<file path="src/rtl/dis_fifo.sv">
// Two-entry queue between the classifying front and the scanning back.
module dis_fifo #(
  parameter int unsigned WIDTH = 8
) (
  input  logic             clk_i,
  input  logic             rst_ni,
  input  logic             push_i,
  input  logic [WIDTH-1:0] data_i,
  output logic             full_o,
  input  logic             pop_i,
  output logic [WIDTH-1:0] data_o,
  output logic             empty_o
);

  logic [WIDTH-1:0] data_q [2];
  logic             wr_ptr_q, rd_ptr_q;
  logic [1:0]       cnt_q, cnt_d;

  assign full_o  = (cnt_q == 2'd2);
  assign empty_o = (cnt_q == 2'd0);
  assign data_o  = data_q[rd_ptr_q];

  // Occupancy follows pushes and pops.
  always_comb begin
    cnt_d = cnt_q;
    if (push_i && !pop_i) begin
      cnt_d = cnt_q + 2'd1;
    end else if (pop_i && !push_i) begin
      cnt_d = cnt_q - 2'd1;
    end
  end

  // Pointers and occupancy.
  always_ff @(posedge clk_i or negedge rst_ni) begin
    if (!rst_ni) begin
      wr_ptr_q <= 1'b0;
      rd_ptr_q <= 1'b0;
      cnt_q    <= 2'd0;
    end else begin
      cnt_q <= cnt_d;
      if (push_i) begin
        wr_ptr_q <= ~wr_ptr_q;
      end
      if (pop_i) begin
        rd_ptr_q <= ~rd_ptr_q;
      end
    end
  end

  // Entry storage.
  always_ff @(posedge clk_i) begin
    if (push_i) begin
      data_q[wr_ptr_q] <= data_i;
    end
  end

endmodule

</file>
<file path="config.mk">
export PLATFORM = sky130hd
export DESIGN_NAME = dis_fifo
export DESIGN_NICKNAME = d
export VERILOG_FILES = /design/src/rtl/dis_fifo.sv
export SDC_FILE = /design/constraint.sdc
export NUM_CORES = 1
export LEC_CHECK = 0
export BUFFER_PORTS_ARGS = -buffer_cell sky130_fd_sc_hd__buf_2
export CORE_AREA = 4 4 44 46
export DETAILED_ROUTE_END_ITERATION = 7
export DIE_AREA = 0 0 48 50
export PLACE_DENSITY = 0.78
export SYNTH_ARGS = -nofsm -noshare
export SYNTH_HDL_FRONTEND = slang
export SYNTH_SLANG_ARGS = --single-unit
</file>
<file path="constraint.sdc">
create_clock -name clk_i -period 1.7 [get_ports clk_i]
set_input_delay 0.34 -clock clk_i [delete_from_list [all_inputs] [get_ports clk_i]]
set_output_delay 0.34 -clock clk_i [all_outputs]
set_load 0.02 [all_outputs]
</file>
# --- Word-level counts from Yosys, hierarchy flattened ---
# Memory sizes are Yosys's and may differ from the RTL's.
# Cells that the tools add are included.
op_classes:
  addsub: 2
  eq_ne: 1
  muxes: 4
  bitwise: 2
  reduce_logical: 6
op_table:
  columns: ["cell", "count"]
  rows:
  - ["two-way mux 2 bit", 2]
  - ["adder 2 x 1 -> 2 bit, second input constant", 1]
  - ["== test 2 bit, second input constant", 1]
  - ["logical AND 1 bit", 2]
  - ["logical NOT 1 bit", 2]
  - ["logical NOT 2 bit", 1]
  - ["two-way mux 1 bit", 2]
  - ["NOT 1 bit", 2]
  - ["nonzero test 2 bit", 1]
  - ["subtractor 2 x 1 -> 2 bit, second input constant", 1]
word_totals:
  reg_bits: 4
  mem_bits_rw: 16
  input_bits: 12
  out_inout_bits: 10
  word_cells: 19
  memories: 1
mem_list:
  columns: ["name", "depth", "word_bits", "read_ports", "rd_ports_with_merged_regs", "write_ports", "line_no", "text"]
  rows:
  - ["data_q", 2, 8, 1, 0, 1, "15", "logic [WIDTH-1:0] data_q [2];"]

# --- Longest topological paths before layout ---
depth:
  depth_word: 4
  depth_mapped: 5
  ltp_nobuf: 5

# --- Least setup slack after synthesis ---
# Ideal clock, no wire load.
synth_timing:
  kind: "reg-to-output"
  from: "reg rd_ptr_q"
  to: "out data_o[0]"
  arrival_ns: 0.831
  t_required_ns: 1.360
  setup_slack_ns: 0.529
  path_stages_with_launch: 3
  path_buffers: 1
  cell_sequence: "dfrtp_1 > buf_6 > mux2_2"
synth_via:
  elab_chain_len: 1
synth_lines:
  columns: ["item", "line_no", "text"]
  rows:
  - ["start, declared", "16", "logic wr_ptr_q, rd_ptr_q;"]
  - ["start signal, assigned", "45", "rd_ptr_q <= ~rd_ptr_q;"]
  - ["memory (2 x 8 bit)", null, null]
  - ["end, declared", "11", "output logic [WIDTH-1:0] data_o,"]
# No other way between the ends.

# --- Worst setup path after layout ---
layout_timing:
  from: "reg rd_ptr_q"
  to: "out data_o[7]"
# Same word-level chain as after synthesis.

==> run_results.csv <==
group,metric,value,unit
global_route,antenna_found_initial,0,
sta,rsz0062_at_grt,"false",
global_route,track_usage,10.2,%
critical_path,rrSetupSlack,0.49,ns
synthesis,netlist_area,771,um^2
sta,tightest_slew,0.372,ns
clock_network,cts.clk_slew.worst_paths,0.11,ns
global_route,grt_overflow,0,
sta,drv_slew,0,
critical_path,worstPathMaxFanout,9,
min_path,hp-start,"data_i[4]",
critical_path,criticalPathCategory,"flip-flop to primary output",
floorplanning,ioPinCount,22,
pwr,power_leakage,0.394,nW
global_route,grt_pass1_vias,399,
pwr,ir_drop,0.731,mV
clock_network,cts_max_path_buffers,2,
global_route,grt_first_pass_wirelength,1710,um
floorplanning,start_util,51.2,%
clock_network,numCtsBuffers,3,
sta,finClkSkew,0.000484,ns
critical_path,setup.worst_path.start_class,"flip-flop",
synthesis,ys_seq_elements,20,
sta,post-route-min-period,1.64,ns
synthesis,syn_area_per_cell,18.8,um^2
synthesis,synth_mux_area_share,11.7,%
finish,multi_input_area,175,um^2
floorplanning,placementRows,14,
floorplanning,die_w,48,um
synthesis,yosys_warnings,0,
finish,final_util,62.9,%
drt,via_per_inst,4.86,
drt,routedWlPerCell,12.9,um
clock_network,clock_tree.root_cell,"clkbuf_4",
synthesis,synth.distinct_cells,12,
global_route,grt_use_met2,16.3,%
drt,dr.pass1.iters,3,
drt,post-route-drc-count,0,
drt,drtAntennaViolNets,0,
finish,regArea,582,um^2
clock_network,clk_latency,0.29,ns
clock_network,cts-htree-levels,1,
critical_path,worst_setup_path_end_kind,"primary output",
min_path,hold_depth,1,
sta,slew-limit-headroom,75.2,%
global_route,grt-busiest-layer,"met2",
synthesis,synth_top_family_by_area,"multiplexers",
floorplanning,core-area,1510,um^2
synthesis,syn_nets,54,
finish,n_antenna_cell,0,
floorplanning,die_area,2400,um^2
sta,hold_ws,0.231,ns
sta,setup_violations,0,
run_status,outcome,"finished, final reports clean",
clock_network,clock-sinks,20,
finish,final_nets,82,
drt,vias,408,
critical_path,ff2ff_path_depth,2,
drt,drt_iter0_drc,8,
drt,routed_wl,1090,um
sta,hold_viol_final,0,
critical_path,r2r-end,"data_q[0][7]$_DFFE_PP_",
synthesis,synthCells,41,
run,drv_cap,0,
placed_design,dp.cells,78,
critical_path,cp.required,1.36,ns
finish,nFillCells,119,
min_path,hp-class,"primary input to flip-flop",
finish,fin_cells,84,
synthesis,seq_area_frac_synth,75.3,%
critical_path,crit_start,"rd_ptr_q$_DFFE_PN0P_",
placed_design,placed_area,892,um^2
critical_path,cp.arrival,1.30,ns
global_route,met3_usage,3.27,%
synthesis,synth_compound_area_share,0,%
placed_design,numPortBuffers,21,
placed_design,routabilityCongestion,0.654,
synthesis,yosys.area_share.adder,1.62,%
pwr,power_density,1620,nW/um^2
global_route,grt_max_degree,12,
min_path,hold-path-endpoint,"data_q[1][4]$_DFFE_PP_",
floorplanning,die_h,50,um
sta,fin_setup_tns,0,ns
placed_design,dp_hpwl,831,um
critical_path,worstReg2RegStart,"wr_ptr_q$_DFFE_PN0P_",
global_route,grtUsageMet1,12.9,%
finish,area_delta_synth_final,22.9,%
clock_network,cts_tree,"done",
finish,fin_area,947,um^2
finish,drive_above_1_share,54.4,%
synthesis,synth_xor_area_share,5.68,%
sta,fmax,0.611,GHz
synthesis,yosys.area_share.simple,3.73,%
sta,fin_crit_sh,96.2,%
-- routing by layer --
metal	part of all wire, %	wire length (um)	vias up
li1	-	-	201
met1	44	475	197
met2	51	555	10
met3	5.2	57	0
met4	0	0	0
met5	0	0	-
-- state kept, by name, indices dropped and copies added (netlist names) --
| register | cells |
|---|---|
| cnt_q | 2 |
| data_q | 16 |
| rd_ptr_q | 1 |
| wr_ptr_q | 1 |
-- worst max-delay path: stages, from the launching register on --
cell and delay (ns):
dfrtp_2 0.49, mux2_2 0.36, buf_2 0.16
-- worst max path at each step --
| stage | end | slack [ns] | cells after the start |
|---|---|---|---|
| after global placement | data_o[5] | 0.29 | 2 |
| after floorplan | data_o[0] | 0.53 | 2 |
| after global routing | data_o[3] | 0.009 | 2 |
| final | data_o[7] | 0.06 | 2 |
| after detailed placement | data_o[5] | 0.27 | 2 |
| after CTS | data_o[7] | 0.04 | 2 |
-- synthesized netlist by cell type --
library cell  instances  area share, %
inv_1                 1           0.49
dfrtp_1               4             13
xnor2_1               1            1.1
ha_1                  1            1.6
xor2_1                4            4.5
mux2_2                8             12
and2_1                1           0.81
nor2_1                2           0.97
edfxtp_1             16             62
nor2b_1               1           0.81
buf_6                 1            1.5
and2b_2               1            1.1
-- per-stage QoR --
| stage | power, mW | worst slack, ns |
|---|---|---|
| 2_1_floorplan | 1.12 | 0.529 |
| 3_3_place_gp | 1.25 | 0.288 |
| 3_5_place_dp | 1.27 | 0.268 |
| 4_1_cts | 1.53 | 0.0352 |
| 5_1_grt | 1.63 | 0.00928 |
| 6_report | 1.53 | 0.0644 |
-- kinds of logic (layout without fill, tap and decap cells) --
group	count (synthesis)	after routing
muxes	8	8
and+or+nand+nor	5	5
DFF	20	20
buffers and inverters	2	29
adders and majority gates	1	1
xor gates and xnor gates	5	5
-- where the power goes --
part / switching, mW / leakage [nW] / internal (mW)
logic: 0.272 / 0.177 / 0.239
registers: 0.0864 / 0.196 / 0.668
clock network: 0.136 / 0.0210 / 0.130
total: 0.494 / 0.394 / 1.04
-- cell usage in the layout, fill, tap and decap left out, drive strengths merged --
cell,Yosys,layout
buf,1,23
edfxtp,16,16
mux2,8,8
xor2,4,4
clkbuf,0,4
dfrtp,4,4
nor2,2,2
inv,1,1
and2,1,1
and2b,1,1
nor2b,1,1
xnor2,1,1
ha,1,1
dlygate4sd3,0,1
-- timing repair --
item / 4_1_cts / 5_1_grt
hold buffers: 1 / 0
resized for setup: 1 / 0
setup endpoints to repair: 8 / 7
setup buffers: 0 / 1
hold endpoints to repair: 4 / 0
pin swaps: 0 / 0
-- cell type report --
cell class | instances | share of cell area, %
sequential | 20 | 61.4
multi-input combinational | 19 | 18.5
timing repair buffer | 24 | 13.7
clock buffer | 4 | 3.83
tap | 16 | 2.11
inverter | 1 | 0.396
Power figures use the tool's default switching activity.
