$ cat src/rtl/dis_pkg.sv
// Shared constants and types of the distinct index sampler.
package dis_pkg;

  // Field widths fixed by the channel and register layout.
  localparam int unsigned WORD_W    = 32;
  localparam int unsigned LIMIT_W   = 18;
  localparam int unsigned TARGET_W  = 9;
  localparam int unsigned VALUE_W   = 17;
  localparam int unsigned SLOT_W    = 8;
  localparam int unsigned CNT_OUT_W = 9;

  // Configuration port layout.
  localparam int unsigned APB_DATA_W = 32;
  localparam int unsigned APB_ADDR_W = 3;

  // Register indexes, taken from address bit 2.
  localparam logic REG_LIMIT  = 1'b0;
  localparam logic REG_TARGET = 1'b1;

  // Register reset values.
  localparam logic [LIMIT_W-1:0]  LIMIT_RESET  = 18'd24646;
  localparam logic [TARGET_W-1:0] TARGET_RESET = 9'd134;

  // Default sizes of the index table.
  localparam int unsigned DEF_MAX_TARGET = 256;
  localparam int unsigned DEF_INDEX_BITS = 17;

  // Classification of one queued item.
  typedef struct packed {
    logic is_start;
    logic valid;
  } dis_cls_t;

endpackage

$ cat src/rtl/dis_if.sv
// Handshake channel interfaces for sampler items and sampler results.
interface dis_in_if;
  logic                          valid;
  logic                          ready;
  logic                          mode;
  logic [dis_pkg::WORD_W-1:0]    random_word;

  modport source (output valid, output mode, output random_word, input ready);
  modport sink   (input valid, input mode, input random_word, output ready);
endinterface


$ cat src/rtl/dis_front.sv
// Front end: takes items, masks the random word and classifies the candidate.
module dis_front #(
  parameter int unsigned INDEX_BITS = dis_pkg::DEF_INDEX_BITS
) (
  dis_in_if.sink                      in_ch,
  input  logic [dis_pkg::LIMIT_W-1:0] limit_i,
  input  logic                        full_i,
  output logic                        push_o,
  output dis_pkg::dis_cls_t           cls_o,
  output logic [INDEX_BITS-1:0]       key_o
);

  localparam int unsigned XW = (INDEX_BITS > dis_pkg::LIMIT_W) ? INDEX_BITS
                                                               : dis_pkg::LIMIT_W;

  logic [dis_pkg::LIMIT_W-1:0] lim_mask;
  logic [dis_pkg::LIMIT_W-1:0] value;
  logic [XW-1:0]               value_x;
  logic                        fits;

  assign in_ch.ready = !full_i;
  assign push_o      = in_ch.valid && !full_i;

  // Mask of as many low ones as the limit has significant bits.
  always_comb begin
    for (int i = 0; i < dis_pkg::LIMIT_W; i++) begin
      lim_mask[i] = |(limit_i >> i);
    end
  end

  // A candidate must fit the table width and lie below the limit.
  assign value   = in_ch.random_word[dis_pkg::LIMIT_W-1:0] & lim_mask;
  assign fits    = ((value >> INDEX_BITS) == '0);
  assign value_x = XW'(value);

  // A start item carries a zero value.
  always_comb begin
    cls_o.is_start = !in_ch.mode;
    cls_o.valid    = in_ch.mode && fits && (value < limit_i);
    key_o          = in_ch.mode ? value_x[INDEX_BITS-1:0] : '0;
  end

endmodule

$ cat src/flat_wrapper.sv
// flat-port wrapper written by rule: the top's interface ports become plain ports
module dis_front_flat 
#(
  parameter int unsigned INDEX_BITS = dis_pkg::DEF_INDEX_BITS
)
  (limit_i, full_i, push_o, cls_o, key_o, in_ch_valid, in_ch_mode, in_ch_random_word, in_ch_ready);
  dis_in_if in_ch_i ();
  input  logic [dis_pkg::LIMIT_W-1:0] limit_i;
  input  logic full_i;
  output logic push_o;
  output dis_pkg::dis_cls_t cls_o;
  output logic [INDEX_BITS-1:0] key_o;
  input wire logic [$bits(in_ch_i.valid)-1:0] in_ch_valid;
  input wire logic [$bits(in_ch_i.mode)-1:0] in_ch_mode;
  input wire logic [$bits(in_ch_i.random_word)-1:0] in_ch_random_word;
  output wire logic [$bits(in_ch_i.ready)-1:0] in_ch_ready;
  assign in_ch_i.valid = in_ch_valid;
  assign in_ch_i.mode = in_ch_mode;
  assign in_ch_i.random_word = in_ch_random_word;
  assign in_ch_ready = in_ch_i.ready;
  dis_front #(.INDEX_BITS(INDEX_BITS)) u_core (.in_ch(in_ch_i), .limit_i(limit_i), .full_i(full_i), .push_o(push_o), .cls_o(cls_o), .key_o(key_o));
endmodule
$ cat config.mk
export PLATFORM = sky130hd
export DESIGN_NAME = dis_front_flat
export DESIGN_NICKNAME = d
export VERILOG_FILES = /design/src/rtl/dis_pkg.sv /design/src/rtl/dis_if.sv /design/src/rtl/dis_front.sv /design/src/flat_wrapper.sv
export SDC_FILE = /design/constraint.sdc
export NUM_CORES = 1
export LEC_CHECK = 0
export BUFFER_PORTS_ARGS = -buffer_cell sky130_fd_sc_hd__buf_4
export CORE_AREA = 2 2 57 53
export DETAILED_ROUTE_END_ITERATION = 6
export DIE_AREA = 0 0 59 55
export GPL_ROUTABILITY_DRIVEN = 0
export PLACE_DENSITY = 0.71
export SLEW_MARGIN = 5
export SYNTH_ARGS = -nofsm -noshare
export SYNTH_HDL_FRONTEND = slang
export SYNTH_SLANG_ARGS = --single-unit
$ cat constraint.sdc
create_clock -name vclk -period 8.2
set_input_delay 0.82 -clock vclk [all_inputs]
set_output_delay 0.82 -clock vclk [all_outputs]
set_load 0.02 [all_outputs]
* Word-level counts from Yosys, hierarchy flattened
Cells that the tools add are included.
** Cells by class
- Divide/modulo/power cells :: 0
- Multipliers :: 0
- Add/subtract/negate cells :: 0
- Bitwise gates (word level) :: 1
- Reduce and logical (&&, ||, !) cells :: 23
- Muxes and demuxes :: 1
- Order comparisons :: 1
- Eq/ne operators :: 0
- Shift operators :: 0
** Operators by type and width (count)
- AND 18 bit :: 1
- zero test 18 bit :: 1
- < comparator 18 bit :: 1
- OR reduction 18 bit :: 1
- 2-to-1 mux 17 bit :: 1
- OR reduction 17 bit :: 1
- OR reduction 16 bit :: 1
- OR reduction 15 bit :: 1
- OR reduction 14 bit :: 1
- OR reduction 13 bit :: 1
- OR reduction 12 bit :: 1
- OR reduction 11 bit :: 1
- OR reduction 10 bit :: 1
- OR reduction 9 bit :: 1
- OR reduction 8 bit :: 1
- OR reduction 7 bit :: 1
- OR reduction 6 bit :: 1
- OR reduction 5 bit :: 1
- OR reduction 4 bit :: 1
- logical AND 1 bit :: 3
- OR reduction 3 bit :: 1
- zero test 1 bit :: 2
- OR reduction 2 bit :: 1
** Word-level totals
- RAM bits :: 0
- ROM bits :: 0
- Bits in latches :: 0
- Memories :: 0
- Output and inout port bits :: 21
- Bits in registers :: 0

* Depth between registers and ports, before layout
Gate-level depths: netlist (run 1).
- Depth after elaboration :: 5
- Depth in mapped cells :: 10

* Worst setup path before layout (run 1)
Ideal clock, no wire load.
- Path kind :: input-to-output
- Start :: input limit_i[14] in the netlist's numbering
- End :: output cls_o[0] in the netlist's numbering
- Required time :: 7.380 ns
- Stages on the path :: 9
- Arrival :: 3.140 ns
- Buffers on the path :: 0
- Setup slack :: 4.240 ns
- Cells stage by stage :: or4_4 -> or3_4 -> nand2b_4 -> o31a_1 -> ha_1 -> o21ai_0 -> nor2_1 -> o41ai_1 -> o2111a_1
** RTL lines
- from (decl) :: RTL line flat_wrapper.sv:8 : input logic [dis_pkg::LIMIT_W-1:0] limit_i;
- to (decl) :: RTL line flat_wrapper.sv:11 : output dis_pkg::dis_cls_t cls_o;

==> summary.md, run 1 <==
| Metric | Value |
|---|---|
| Pwr Total | `0.0604 mW` |
| Final WL | `2220 um` |
| Pwr Density | `48.3 nW/um^2` |
| Slew HR | `63.4%` |
| Worst-Margin Slew | `0.544 ns` |
| Filler instances | `282` |
| Max VDD drop | `0.0201 mV` |
| Initial Util | `28.8%` |
| RSZ-0062 raised after global routing | `false` |
| Worst Setup Path Type | `input port to output port` |
| # rows | `18` |
| Sequential Area | `0 um^2` |
| Vias/cell | `4.85` |
| CTS resizes | `0` |
| Core Util, Final | `47.0%` |
| Total GRT Usage | `13.8%` |
| Max cap viols | `0` |
| Slowest stage delay, CP | `0.57 ns` |
| Die Wd | `59 um` |
| Detail Placement HPWL | `2000 um` |
| Setup Fix Bufs, Post-CTS | `0` |
| Final hold vios | `0` |
| Post-DRT Antenna Nets | `0` |
| Top Ports | `74` |
| Worst Hold Class | `input port to output port` |
| Detailed-route DRC error count | `0` |
| Critical-path top delay cell | `or4_4` |
| Drt wl/cell | `11.2 um` |
| Area of the core | `2660 um^2` |
| Most common cell after layout, fill and taps aside | `buf_4` |
| DR pass1 iterations | `4` |
| Top fanout value on the critical path | `7` |
| Crit end category | `output port` |
| Sequential cell count | `0` |
| Die area | `3250 um^2` |
| Post-synth cell types | `32` |
| Net Count, Synth | `178` |
| Initial drt markers | `19` |
| Buffers & Inverters on Critical Path | `2` |
| Fmax | `229 MHz` |
| Critical Path RT | `7.38 ns` |
| Synthesized cell area | `766 um^2` |
| Leakage | `0.702 nW` |
| Area Growth Syn to Fin | `63.2%` |
| CP top delay family | `simple AND/OR/NAND/NOR gates` |
| CP cell instances | `buf_4 > or4_4 > nor4_4 > nand2_1 > and2_1 > ha_1 > a211oi_1 > nor2_1 > o41ai_1 > o2111a_1 > buf_4` |
| YS warnings | `0` |
| WHS | `1.90 ns` |
| GRT overflow | `0` |
| Minimum clock period | `4.36 ns` |
| Sequential area share after synthesis | `0%` |
| DR vias | `961` |
| Pin count of the biggest net entering global routing | `20` |
| Startpoint type of the worst setup path | `input port` |
| Most frequent cells in the layout | `buf_4, inv_1, ha_1` |
| # port buffers | `60` |
| Worst Path Arrival | `3.54 ns` |
| Max-slew violation count | `0` |
| Layout cells sized above 1 | `41.7%` |
| Antenna Cells | `0` |
| Setup TNS | `0 ns` |
| Average size of a mapped cell | `7.03 um^2` |
| First-pass GRT wire length | `3640 um` |
| Antenna violations before repair | `0` |
| Finish-stage setup viols | `0` |
| Hold-fix buffers, CTS | `0` |
| Clock Buffer Count | `0` |
| Chip height | `55 um` |
| Nets@finish | `239` |
| Cell mode on critical path | `buf_4` |
| Vias in the first global route | `868` |
| Final period util | `53.2%` |
| Mapped Cells | `109` |
| Status | `finished, final reports clean` |
==> report_power, final <==
group	switching (mW)	internal (mW)
logic	0.0285	0.0319
registers	0	0
clock network	0	0
==> cell families after synthesis <==
kind of cell | after synthesis | synth area share [%]
AOI/OAI and AO/OA | 20 | 18.8
buffers and inverters | 19 | 9.31
and+or+nand+nor | 54 | 45.7
adders and majority gates | 16 | 26.1
==> per-stage QoR <==
step | setup WS, ns | area [um^2] | cells
2_1_floorplan | 4.24 | 766 | 109
6_report | 3.84 | 1250 | 198
3_5_place_dp | 3.84 | 1250 | 198
3_3_place_gp | 3.88 | 1250 | 198
5_1_grt | 3.65 | 1250 | 198
4_1_cts | 3.83 | 1250 | 198
==> synthesized netlist by cell type, drive strengths merged (2+ instances only) <==
| master | count | share of area (%) |
|---|---|---|
| o31a | 2 | 2.5 |
| nor2b | 4 | 3.3 |
| inv | 18 | 8.8 |
| nand2 | 6 | 2.9 |
| and3 | 9 | 7.8 |
| nand2b | 2 | 2.6 |
| nor2 | 4 | 2.0 |
| a21oi | 5 | 3.3 |
| or3 | 2 | 2.3 |
| a21o | 2 | 2.0 |
| nand4 | 5 | 4.1 |
| nand3 | 2 | 1.3 |
| a211oi | 2 | 2.0 |
| o21a | 3 | 2.9 |
| and2 | 14 | 12 |
| o21ai | 2 | 1.3 |
| nor4 | 3 | 4.4 |
| ha | 16 | 26 |
==> area by class of cell <==
class	count	area (um^2)	area share (%)
repair buffers	60	450	36.0
well taps	30	37.5	3.00
inverters	18	67.6	5.41
multi-input cells	90	694	55.6
==> metal layers <==
layer / global-route usage (%) / wire, um
met1: 17.7 / 996
met2: 27.6 / 1130
met3: 0.233 / 92
met4: 0 / 0
met5: 0 / 0
==> worst paths after layout <==
check        start     endpoint  cells past startpoint
max    limit_i[14]     cls_o[0]                     11
min         full_i  in_ch_ready                      3
Power figures use the tool's default switching activity.
==> inputs of run 2 (changes only) <==
--- a/config.mk
+++ b/config.mk
@@ -5,12 +5,13 @@
 export SDC_FILE = /design/constraint.sdc
 export NUM_CORES = 1
 export LEC_CHECK = 0
+export ABC_AREA = 1
 export BUFFER_PORTS_ARGS = -buffer_cell sky130_fd_sc_hd__buf_4
-export CORE_AREA = 2 2 57 53
+export CORE_AREA = 2 2 60 56
 export DETAILED_ROUTE_END_ITERATION = 6
-export DIE_AREA = 0 0 59 55
+export DIE_AREA = 0 0 62 58
 export GPL_ROUTABILITY_DRIVEN = 0
-export PLACE_DENSITY = 0.71
+export PLACE_DENSITY = 0.7
 export SLEW_MARGIN = 5
 export SYNTH_ARGS = -nofsm -noshare
 export SYNTH_HDL_FRONTEND = slang
==> constraint.sdc (replaced) <==
create_clock -name vclk -period 3.7
set_input_delay 0.37 -clock vclk [all_inputs]
set_output_delay 0.37 -clock vclk [all_outputs]
set_load 0.02 [all_outputs]
==> run 2 against run 1 <==
Clock-buffer cell count stayed put. First-iteration DRC count up 47%. Non-clock buffer count stayed put. Worst setup slack worse by 2.9 ns. Critical path type unchanged. Via count up 12%. Combinational power increased by 130%. Largest power group unchanged. Critical path depth up 7. Flip-flop and latch count unchanged. Final cell count rose by 31%. Global-route usage down 1.3 points. Largest cell class unchanged. Synthesized area is 12% higher.
==> summary.md, run 2 <==
| Metric | Value |
|---|---|
| Setup crit start | `limit_i[12] (was limit_i[14])` |
| CP cell instances | `buf_4 > nor2_1 > nand3_4 > nor2_4 > nand2_2 > nor2_4 > nand2_2 > o21ai_2 > inv_1 > ha_1 > a21oi_1 > o21ai_0 > nand2_1 > nand2_1 > nand3_1 > nand2_1 > a21oi_1 > buf_4 (was buf_4 > or4_4 > nor4_4 > nand2_1 > and2_1 > ha_1 > a211oi_1 > nor2_1 > o41ai_1 > o2111a_1 > buf_4)` |
| Setup TNS | `0 ns (unchanged)` |
| Leakage | `0.809 nW (was 0.702 nW)` |
| Top Ports | `74 (unchanged)` |
| Initial Util | `28.8% (about the same)` |
| Total GRT Usage | `12.5% (was 13.8%)` |
| Status | `finished, final reports clean (unchanged)` |
| Mapped Cells | `159 (was 109)` |
| Initial drt markers | `28 (was 19)` |
| Most Crowded Layer GR | `met2 (unchanged)` |
| Worst-Margin Slew | `0.547 ns (was 0.544 ns)` |
| Final hold vios | `0 (unchanged)` |
| RSZ-0062 raised after global routing | `false (unchanged)` |
| Pin count of the biggest net entering global routing | `19 (was 20)` |
| Area of the core | `2970 um^2 (was 2660 um^2)` |
| Die Wd | `62 um (was 59 um)` |
| Net Count, Synth | `228 (was 178)` |
| Critical hold path startpoint | `full_i (unchanged)` |
| DR vias | `1078 (was 961)` |
| Hold-fix buffers, CTS | `0 (unchanged)` |
| Most common cell after layout, fill and taps aside | `buf_4 (unchanged)` |
| Vias/cell | `4.15 (was 4.85)` |
| Nets@finish | `289 (was 239)` |
| Finish-stage setup viols | `0 (unchanged)` |
| CP top delay family | `simple AND/OR/NAND/NOR gates (unchanged)` |
| Sequential area share after synthesis | `0% (unchanged)` |
| Fmax | `368 MHz` |
| Detail Placement HPWL | `1970 um (was 2000 um)` |
| WHS | `0.993 ns (was 1.90 ns)` |
| Average size of a mapped cell | `5.37 um^2 (was 7.03 um^2)` |
| Max cap viols | `0 (unchanged)` |
| Detailed-route DRC error count | `0 (unchanged)` |
| CTS resizes | `0 (unchanged)` |
| Chip height | `58 um (was 55 um)` |
| Synth top area share | `23.4% (was 26.1%)` |
| Post-DRT Antenna Nets | `0 (unchanged)` |
| Vias in the first global route | `990 (was 868)` |
| Setup Fix Bufs, Post-CTS | `0 (unchanged)` |
| DR pass1 iterations | `4 (unchanged)` |
| Max-slew violation count | `0 (unchanged)` |
| Slowest stage delay, CP | `0.28 ns (was 0.57 ns)` |
| Cell mode on critical path | `nand2_1 (was buf_4)` |
| Sequential Area | `0 um^2 (unchanged)` |
| Top fanout value on the critical path | `4 (was 7)` |
| Top cells by count, synth | `inv_1, nor2_1, nand2_1, ha_1, nor3_1 (was inv_1, ha_1, and2_1, and3_1, nand2_1)` |
| Slew HR | `63.3% (was 63.4%)` |
| Largest area contributor in the netlist | `ha_1 (unchanged)` |
| GRT overflow | `0 (unchanged)` |
| Crit end category | `output port (unchanged)` |
| First-pass GRT wire length | `3730 um (was 3640 um)` |
| YS warnings | `0 (unchanged)` |
| Most frequent cells in the layout | `buf_4, inv_1, nor2_1 (was buf_4, inv_1, ha_1)` |
| M2 GR Usage | `22.6% (was 27.6%)` |
| Clock Buffer Count | `0 (unchanged)` |
| Antenna violations before repair | `0 (unchanged)` |
| Minimum clock period | `2.72 ns` |
| Startpoint type of the worst setup path | `input port (unchanged)` |
| Post-synth cell types | `19 (was 32)` |
| Worst Hold Class | `input port to output port (unchanged)` |
| Die area | `3600 um^2 (was 3250 um^2)` |
| M3 GR Usage | `1.56% (was 0.233%)` |
| Final period util | `73.5%` |
| Pwr Density | `104 nW/um^2 (was 48.3 nW/um^2)` |
| Critical-path top delay cell | `ha_1 (was or4_4)` |
| Synthesized cell area | `855 um^2 (was 766 um^2)` |
| Sequential cell count | `0 (unchanged)` |
| Drt wl/cell | `8.37 um (was 11.2 um)` |
| Final WL | `2180 um (was 2220 um)` |
| Largest cells by area after synthesis | `ha_1, inv_1, nor2_1, nand2_1, nor3_1 (was ha_1, and2_1, inv_1, and3_1, nand4_1)` |
| Worst Path Arrival | `2.35 ns (was 3.54 ns)` |
| Layout cells sized above 1 | `33.9% (was 41.7%)` |
| Critical Path RT | `3.33 ns (was 7.38 ns)` |
| Antenna Cells | `0 (unchanged)` |
| Max VDD drop | `0.0428 mV (was 0.0201 mV)` |
| Met1 GRT Util | `16.6% (was 17.7%)` |
| Worst Setup Path Type | `input port to output port (unchanged)` |
| # port buffers | `60 (unchanged)` |
| Most frequent cell after synthesis | `inv_1 (unchanged)` |
| # rows | `19 (was 18)` |
| Area Growth Syn to Fin | `58.4% (was 63.2%)` |
| Buffers & Inverters on Critical Path | `3 (was 2)` |
-- run 2: path summary, 6_finish.rpt --
check / to / slack, ns / cells past startpoint
setup / recovery: cls_o[0] / 0.98 / 18
hold / removal: in_ch_ready / 0.99 / 3
-- run 2: power breakdown --
part	internal (mW)	total, mW	switching (mW)
Clock	0	0	0
Combinational	0.0688	0.141	0.0723
Sequential	0	0	0
-- run 2: layout make-up --
type	count	area, um^2
tap	42	52.6
fill	336	1620
multi-input combinational	116	693
timing repair buffer	60	450
inverter	42	158
-- run 2: cell families (layout without fill, tap and decap cells) --
| kind of cell | Yosys count | in the layout | share of synthesized area (%) |
|---|---|---|---|
| buffers and inverters | 43 | 102 | 18.9 |
| AND/OR/NAND/NOR | 85 | 85 | 47.7 |
| AO/OA/AOI/OAI | 15 | 15 | 9.96 |
| adder cells (fa/ha/maj) | 16 | 16 | 23.4 |
-- run 2: layer usage --
| layer | share of wire, % | wire, um |
|---|---|---|
| met5 | 0 | 0 |
| met4 | 0 | 0 |
| met2 | 49 | 1070 |
| met3 | 6.1 | 133 |
| met1 | 45 | 970 |
-- run 2: per-stage QoR --
step                total power [mW]  utilization (%)  std cells  instance area, um^2  setup slack [ns]
floorplan                     0.0762                -        159                  855              1.17
global placement               0.141             45.6        260                 1350             0.950
detailed placement             0.143             45.6        260                 1350             0.926
CTS                            0.143             45.6        260                 1350             0.922
global route                   0.159             45.6        260                 1350             0.702
finish                         0.141             45.6        260                 1350             0.980
